===== config.mk =====
export PLATFORM = sky130hd
export DESIGN_NAME = infix_to_postfix_converter_core
export DESIGN_NICKNAME = d
export VERILOG_FILES = /design/src/hw/rtl/itp_pkg.sv /design/src/hw/rtl/itp_ram.sv /design/src/hw/rtl/infix_to_postfix_converter_core.sv
export SDC_FILE = /design/constraint.sdc
export NUM_CORES = 1
export LEC_CHECK = 0
export ABC_AREA = 1
export ABC_CLOCK_PERIOD_IN_PS = 6000
export BUFFER_PORTS_ARGS = -buffer_cell sky130_fd_sc_hd__buf_2
export CAP_MARGIN = 20
export CORE_MARGIN = 10
export CORE_UTILIZATION = 55
export CTS_CLUSTER_DIAMETER = 80
export DETAILED_ROUTE_END_ITERATION = 7
export PLACE_DENSITY = 0.81
export SYNTH_ARGS = -nofsm -noshare
export SYNTH_HDL_FRONTEND = slang
export SYNTH_SLANG_ARGS = --single-unit

===== constraint.sdc =====
create_clock -name clock -period 6 [get_ports clock]
set_clock_uncertainty 0.15 [all_clocks]
set_input_delay 0.9 -clock clock [delete_from_list [all_inputs] [get_ports clock]]
set_output_delay 0.9 -clock clock [all_outputs]
set_load 0.05 [all_outputs]

===== src/hw/rtl/itp_pkg.sv =====
// Shared constants and operator ranking for the infix to postfix converter.
`timescale 1ns / 1ps
`default_nettype none

package itp_pkg;

   typedef logic [1:0] rank_type;
   typedef logic [7:0] symbol_type;

   localparam logic KIND_EXPR = 1'b0;
   localparam logic KIND_END  = 1'b1;

   localparam symbol_type OP_MUL = 8'h2A;
   localparam symbol_type OP_DIV = 8'h2F;
   localparam symbol_type OP_ADD = 8'h2B;
   localparam symbol_type OP_SUB = 8'h2D;

   localparam rank_type RANK_NONE = 2'd0;
   localparam rank_type RANK_LOW  = 2'd2;
   localparam rank_type RANK_HIGH = 2'd3;

   function automatic rank_type rank_of(input symbol_type c);
      rank_type r;
      r = RANK_NONE;
      if (c == OP_MUL || c == OP_DIV) begin
         r = RANK_HIGH;
      end else if (c == OP_ADD || c == OP_SUB) begin
         r = RANK_LOW;
      end
      return r;
   endfunction

endpackage

`default_nettype wire


===== src/hw/rtl/itp_ram.sv =====
// Generic single-port-write, single-port-read RAM with registered read data.
`timescale 1ns / 1ps
`default_nettype none

module itp_ram #(
   parameter int WIDTH = 8,
   parameter int DEPTH = 32
) (
   input  wire logic                     clock,
   input  wire logic                     wr_en,
   input  wire logic [$clog2(DEPTH)-1:0] wr_addr,
   input  wire logic [WIDTH-1:0]         wr_data,
   input  wire logic                     rd_en,
   input  wire logic [$clog2(DEPTH)-1:0] rd_addr,
   output logic      [WIDTH-1:0]         rd_data
);

   logic [WIDTH-1:0] mem_ff [DEPTH];
   logic [WIDTH-1:0] rd_data_ff;

   always_ff @(posedge clock) begin
      if (wr_en) begin
         mem_ff[wr_addr] <= wr_data;
      end
      // read data holds until the next read
      if (rd_en) begin
         rd_data_ff <= mem_ff[rd_addr];
      end
   end

   assign rd_data = rd_data_ff;

endmodule

`default_nettype wire


===== src/hw/rtl/infix_to_postfix_converter_core.sv =====
// Infix to postfix converter: operator stack in RAM driven by a small sequencer.
// Usage:
//   req_ channel: one infix character per transaction (req_kind = 0) or an end
//   mark (req_kind = 1) that flushes the operator stack.
//   rsp_ channel: postfix characters; an end mark closes with a terminator
//   (rsp_end_marker = 1, rsp_out_symbol = 0, rsp_overflow_seen = sticky drop
//   flag for the expression). rsp_last flags the final result of each request.
// Timing and throughput:
//   An operand is registered into the output when taken and shows on rsp_ the
//   next cycle; a new request can be taken every cycle while the output
//   register drains. An operator or end mark pops stacked entries in S_CHECK:
//   each pop is one read of the single stack RAM port, whose registered read
//   data sets the pace of the pops. An end mark then emits its terminator
//   from S_FIN.
//   req_ready is low while a request is in progress.
// Reset (synchronous, active high) empties the stack and clears the overflow
// flag; stack RAM contents are not cleared and need no clearing pass.
// A stall on rsp_ready holds the output register; the sequencer waits on it
// and no result is lost or repeated.
`timescale 1ns / 1ps
`default_nettype none

module infix_to_postfix_converter_core #(
   parameter int STACK_DEPTH = 32
) (
   input  wire logic       clock,
   input  wire logic       reset,
   input  wire logic       req_valid,
   output logic            req_ready,
   input  wire logic       req_kind,
   input  wire logic [7:0] req_symbol,
   output logic            rsp_valid,
   input  wire logic       rsp_ready,
   output logic [7:0]      rsp_out_symbol,
   output logic            rsp_end_marker,
   output logic            rsp_overflow_seen,
   output logic            rsp_last
);

   localparam int AW = $clog2(STACK_DEPTH);
   localparam int CW = $clog2(STACK_DEPTH + 1);

   localparam logic [1:0] S_IDLE  = 2'd0;
   localparam logic [1:0] S_CHECK = 2'd1;
   localparam logic [1:0] S_FIN   = 2'd2;

   logic [1:0]            state_ff, state_in;
   logic [CW-1:0]         count_ff, count_in;
   logic                  ovf_ff, ovf_in;
   logic                  kind_ff, kind_in;
   itp_pkg::symbol_type   sym_ff, sym_in;
   itp_pkg::rank_type     rank_ff, rank_in;
   itp_pkg::symbol_type   pend_ff, pend_in;
   logic                  pend_valid_ff, pend_valid_in;

   logic                  rsp_valid_ff, rsp_valid_in;
   itp_pkg::symbol_type   rsp_sym_ff;
   logic                  rsp_end_ff, rsp_ovf_ff, rsp_last_ff;

   logic                  emit, emit_end, emit_ovf, emit_last;
   itp_pkg::symbol_type   emit_sym;
   logic                  push_req, pop;
   logic                  rd_en, wr_en;
   logic [AW-1:0]         rd_addr;
   itp_pkg::symbol_type   rd_data;
   logic [CW-1:0]         cnt_m1, cnt_m2;
   logic                  out_free, req_fire;

   assign out_free  = !rsp_valid_ff || rsp_ready;
   assign req_ready = (state_ff == S_IDLE) && out_free;
   assign req_fire  = req_valid && req_ready;
   assign cnt_m1    = count_ff - CW'(1);
   assign cnt_m2    = count_ff - CW'(2);
   assign wr_en     = push_req && (count_ff != CW'(STACK_DEPTH));

   itp_ram #(
      .WIDTH (8),
      .DEPTH (STACK_DEPTH)
   ) u_stack (
      .clock   (clock),
      .wr_en   (wr_en),
      .wr_addr (count_ff[AW-1:0]),
      .wr_data (sym_ff),
      .rd_en   (rd_en),
      .rd_addr (rd_addr),
      .rd_data (rd_data)
   );

   always_comb begin
      state_in      = state_ff;
      count_in      = count_ff;
      ovf_in        = ovf_ff;
      kind_in       = kind_ff;
      sym_in        = sym_ff;
      rank_in       = rank_ff;
      pend_in       = pend_ff;
      pend_valid_in = pend_valid_ff;
      emit          = 1'b0;
      emit_sym      = '0;
      emit_end      = 1'b0;
      emit_ovf      = 1'b0;
      emit_last     = 1'b0;
      push_req      = 1'b0;
      rd_en         = 1'b0;
      rd_addr       = cnt_m1[AW-1:0];
      pop           = (kind_ff == itp_pkg::KIND_END) ||
                      (itp_pkg::rank_of(rd_data) >= rank_ff);

      unique case (state_ff)
         S_IDLE: begin
            if (req_fire) begin
               kind_in       = req_kind;
               sym_in        = req_symbol;
               rank_in       = itp_pkg::rank_of(req_symbol);
               pend_valid_in = 1'b0;
               if (req_kind == itp_pkg::KIND_EXPR &&
                   itp_pkg::rank_of(req_symbol) == itp_pkg::RANK_NONE) begin
                  emit      = 1'b1;
                  emit_sym  = req_symbol;
                  emit_last = 1'b1;
               end else if (count_ff != '0) begin
                  rd_en    = 1'b1;
                  rd_addr  = cnt_m1[AW-1:0];
                  state_in = S_CHECK;
               end else begin
                  state_in = S_FIN;
               end
            end
         end
         S_CHECK: begin
            // a popped entry is held back in pend_ff until we know if it is the last
            if (!pend_valid_ff || out_free) begin
               if (pend_valid_ff) begin
                  emit      = 1'b1;
                  emit_sym  = pend_ff;
                  emit_last = !pop;
               end
               if (pop) begin
                  pend_in       = rd_data;
                  pend_valid_in = 1'b1;
                  count_in      = cnt_m1;
                  if (cnt_m1 != '0) begin
                     rd_en   = 1'b1;
                     rd_addr = cnt_m2[AW-1:0];
                  end else begin
                     state_in = S_FIN;
                  end
               end else begin
                  pend_valid_in = 1'b0;
                  push_req      = 1'b1;
                  state_in      = S_IDLE;
               end
            end
         end
         S_FIN: begin
            if (pend_valid_ff) begin
               if (out_free) begin
                  emit          = 1'b1;
                  emit_sym      = pend_ff;
                  emit_last     = (kind_ff == itp_pkg::KIND_EXPR);
                  pend_valid_in = 1'b0;
                  if (kind_ff == itp_pkg::KIND_EXPR) begin
                     push_req = 1'b1;
                     state_in = S_IDLE;
                  end
               end
            end else if (kind_ff == itp_pkg::KIND_END) begin
               if (out_free) begin
                  emit      = 1'b1;
                  emit_end  = 1'b1;
                  emit_ovf  = ovf_ff;
                  emit_last = 1'b1;
                  ovf_in    = 1'b0;
                  state_in  = S_IDLE;
               end
            end else begin
               push_req = 1'b1;
               state_in = S_IDLE;
            end
         end
         default: begin
            state_in = S_IDLE;
         end
      endcase

      if (push_req) begin
         if (count_ff == CW'(STACK_DEPTH)) begin
            ovf_in = 1'b1;
         end else begin
            count_in = count_ff + CW'(1);
         end
      end
   end

   assign rsp_valid_in = emit || (rsp_valid_ff && !rsp_ready);

   always_ff @(posedge clock) begin
      if (reset) begin
         state_ff      <= S_IDLE;
         count_ff      <= '0;
         ovf_ff        <= 1'b0;
         pend_valid_ff <= 1'b0;
         rsp_valid_ff  <= 1'b0;
      end else begin
         state_ff      <= state_in;
         count_ff      <= count_in;
         ovf_ff        <= ovf_in;
         pend_valid_ff <= pend_valid_in;
         rsp_valid_ff  <= rsp_valid_in;
      end
   end

   always_ff @(posedge clock) begin
      kind_ff <= kind_in;
      sym_ff  <= sym_in;
      rank_ff <= rank_in;
      pend_ff <= pend_in;
      if (emit) begin
         rsp_sym_ff  <= emit_sym;
         rsp_end_ff  <= emit_end;
         rsp_ovf_ff  <= emit_ovf;
         rsp_last_ff <= emit_last;
      end
   end

   assign rsp_valid         = rsp_valid_ff;
   assign rsp_out_symbol    = rsp_sym_ff;
   assign rsp_end_marker    = rsp_end_ff;
   assign rsp_overflow_seen = rsp_ovf_ff;
   assign rsp_last          = rsp_last_ff;

endmodule

`default_nettype wire


==> results.cfg <==
[worst_setup_path]
crit_path_max_incr_delay_ns = 0.73
crit_family = simple AND/OR/NAND/NOR gates
endpoint_kind = flop
crit_buf_inv = 1
crit_type = reg2reg
cp_max_fo = 85
slowest_stage = buf_4
worst_setup_path_start_kind = flop
arrival_ns = 5.00
path_common_cell = nand2_1
cp_cell_sequence = nor4_1 -> nand3_1 -> ha_1 -> o21ai_1 -> nand2_1 -> nand2_1 -> nor2_4 -> nand3_2 -> nand2_4 -> buf_4 -> nand2_1 -> nand3_1 -> nand3_1 -> nand3_1 -> nand2_1 -> nand2_1 -> nand2_1
worstPathRequired_ns = 6.15

[pwr]
pwr-share-comb_pct = 32.3
seqPwrFrac_pct = 39.7
power_frac_clock_pct = 28.0
p_int_mw = 4.15
leakage_nw = 6.57
vdd_ir_drop_max_v = 0.000322
power.density_mw_per_mm2 = 426
p_sw_mw = 2.42
p_sw_share_pct = 36.8

[synth]
synth_flop_cell = edfxtp_1
synth_fa_ha_area_share_pct = 1.33
yosysWarnings = 0
synth.top_cells.by_area = edfxtp_1, nand3_1, inv_1, nand2_1, dfxtp_1
syn_avg_cell_area_sq_um = 10.0
yosysUniqueCellTypes = 37
async_flop_share_pct = 0
seq_area_frac_synth_pct = 64.3
synth_edf_count = 294
synthDominantCellAreaShare_pct = 62.7
synth_mux_area_share_pct = 0
syn_nets = 1433
synth_top_cell_by_area = edfxtp_1
synth_top_family_by_area = simple AND/OR/NAND/NOR gates
synth_compound_area_share_pct = 1.97
ys_seq_elements = 305
synth_xor_area_share_pct = 0.311
synth_cells = 1405
synth-simple-area-share_pct = 21.5
netlist_area_sq_mm = 0.0141

[finish]
n_antenna_cell = 0
fin_area_sq_mm = 0.0154
drive_above_1_share_pct = 7.67
area_growth_pct = 9.40
fin_nets = 1452

[grt]
grtUsageTotal_pct = 20.1
grt_max_degree = 89
grt_overflow_total = 0
antenna_found_initial = 0
grt_pass1_wl_mm = 53.2
first_global_vias = 9557

[route]
viasPerCell = 5.62
wirelength_mm = 33.5
wl_per_cell_um = 18.9
firstDrtPassIters = 8
drt_iter0_markers = 1495
vias = 9984
ant_nets = 0
drc_errors = 0

[clock_tree]
ctsLongestPathBuffers = 3
htreeDepth = 1
clock_latency_ns = 0.56
cts_made_buffers = 30
cts_num_sinks = 305
post_cts_buffers = 0
post_cts_resized = 0
clockRootBuffer = clkbuf_16
cts_hold_buf = 0
cts_tree = done
clkTransAtPathRegs_ns = 0.07

[sta]
setup_slack_ns = 1.15
hold_violations = 0
rsz0062_at_grt = no
fmax_ghz = 0.206
min_period_over_period_pct = 80.8
period_minus_slack_ns = 4.85
setup_viol = 0
tns_ns = 0
slew_headroom_pct = 27.0
worst_pin_slew_ns = 1.09
report.final.slew_viol_count = 0

[placed_design]
detailedPlace.worstSlack_ns = 1.04
place_area_sq_mm = 0.0144
io_buffer_count = 25
gp_congestion = 0.893
hpwl_mm = 20.5

[status]
status = completed

[floorplan]
io_pins = 26
dieArea_sq_mm = 0.0324
fp-row-count = 58
start_util_pct = 55.9
coreArea_sq_mm = 0.0252
fp.dieW_um = 180
die_h_um = 180

[worst_hold_path]
hp-class = reg2reg

[flow_run]
maxCapViolations = 0
-- synthesized netlist by cell type, types with 2 or more instances --
cell      number
nand2_4        2
xor2_1         5
buf_2         22
buf_1          2
o21ai_1        2
nor4_1         5
nand3_1      297
nor2_2         2
clkbuf_1      13
buf_6         15
nor3_1         6
nand3_2        2
nand4_1        4
dfxtp_1       11
nor2_4         3
nand2_2        5
nor2_1        54
o22ai_1        2
buf_4          5
nand2_1      294
edfxtp_1     294
o21ai_2        4
ha_1          15
inv_1        295
a211oi_1       2
o21ai_0       14
a21oi_1       19
a31oi_1        2
-- metal layers --
| layer | wire [um] | global-route usage [%] | vias to the layer above |
|---|---|---|---|
| met5 | 0 | 0 | - |
| met4 | 1190 | 7.12 | 0 |
| met3 | 3670 | 3.94 | 95 |
| met2 | 15600 | 32.0 | 612 |
| met1 | 13100 | 27.0 | 4655 |
| li1 | - | - | 4622 |
-- power by group through the flow --
| stage | combinational, mW | clock (mW) | sequential, mW |
|---|---|---|---|
| floorplan | 1.37 | 0 | 2.76 |
| global placement | 2.00 | 0 | 2.65 |
| detailed placement | 2.03 | 0 | 2.65 |
| CTS | 2.05 | 1.85 | 2.61 |
| global route | 2.29 | 1.94 | 2.62 |
| finish | 2.12 | 1.84 | 2.61 |
-- layout by cell type (no fill, tap or decap), types with 3 or more instances in the layout --
cell / Yosys / routed
nand3_1: 297 / 297
inv_1: 295 / 295
nand2_1: 294 / 294
edfxtp_1: 294 / 294
nor2_1: 54 / 54
clkbuf_16: 0 / 30
buf_2: 22 / 26
a21oi_1: 19 / 19
buf_4: 5 / 16
ha_1: 15 / 15
o21ai_0: 14 / 14
dfxtp_1: 11 / 11
clkinv_1: 1 / 9
clkinv_2: 0 / 7
nor3_1: 6 / 6
nor4_1: 5 / 5
xor2_1: 5 / 5
nand4_1: 4 / 4
nand2_2: 5 / 4
clkbuf_8: 0 / 4
nor2_4: 3 / 3
nand2_4: 2 / 3
clkbuf_1: 13 / 3
-- layout make-up --
type	instances	area (sq um)
clock inverters	19	149
fillers	1929	9770
repair buffers	44	298
multi-input cells	745	3560
flip-flops and latches	305	9050
well taps	330	413
clock buffers	37	817
inverters	298	1120
-- worst paths after layout --
check	cells past startpoint	slack, ns	from	end
worst max-delay path	17	1.15	u_stack.rd_data[7]	u_stack.rd_data[5]
worst min-delay path	0	0.30	u_stack.rd_data[5]	pend_ff[5]
worst max register to register	17	1.15	u_stack.rd_data[7]	u_stack.rd_data[5]
worst min register to register	0	0.30	u_stack.rd_data[5]	pend_ff[5]
-- logic make-up (layout without fill, tap and decap cells) --
family / count (synthesis) / in the layout
flip-flops: 305 / 305
adder cells (fa/ha/maj): 15 / 15
buffers and inverters: 355 / 398
AND/OR/NAND/NOR: 677 / 677
AO/OA/AOI/OAI: 48 / 48
XOR/XNOR: 5 / 5
-- stage by stage --
| stage | std cells | power (mW) | util [%] | hold slack (ns) |
|---|---|---|---|---|
| final | 1778 | 6.57 | 61.2 | 0.302 |
| after CTS | 1775 | 6.51 | 61.0 | 0.302 |
| after global placement | 1719 | 4.64 | 57.2 | 0.279 |
| after global routing | 1778 | 6.85 | 61.2 | 0.313 |
| after detailed placement | 1719 | 4.69 | 57.2 | 0.290 |
| after floorplan | 1405 | 4.13 | - | 0.276 |
-- sequential cells by signal, summed over array words and instances, names as in the netlist, 2 cells and up --
register,flops
state_ff,2
count_ff,6
rank_ff,2
u_stack.rd_data,8
rsp_out_symbol,8
sym_ff,8
pend_ff,8
u_stack.mem_ff,256
-- worst reg2reg max path: stages (launching register included) --
cell and delay [ns]:
edfxtp_1 0.41, nor4_1 0.55, nand3_1 0.18, ha_1 0.32, o21ai_1 0.09, nand2_1 0.13, nand2_1 0.14, nor2_4 0.48
nand3_2 0.20, nand2_4 0.29, buf_4 0.74, nand2_1 0.24, nand3_1 0.13, nand3_1 0.19, nand3_1 0.14, nand2_1 0.07
nand2_1 0.06, nand2_1 0.08
No activity file was read; power rests on OpenSTA's default activity.
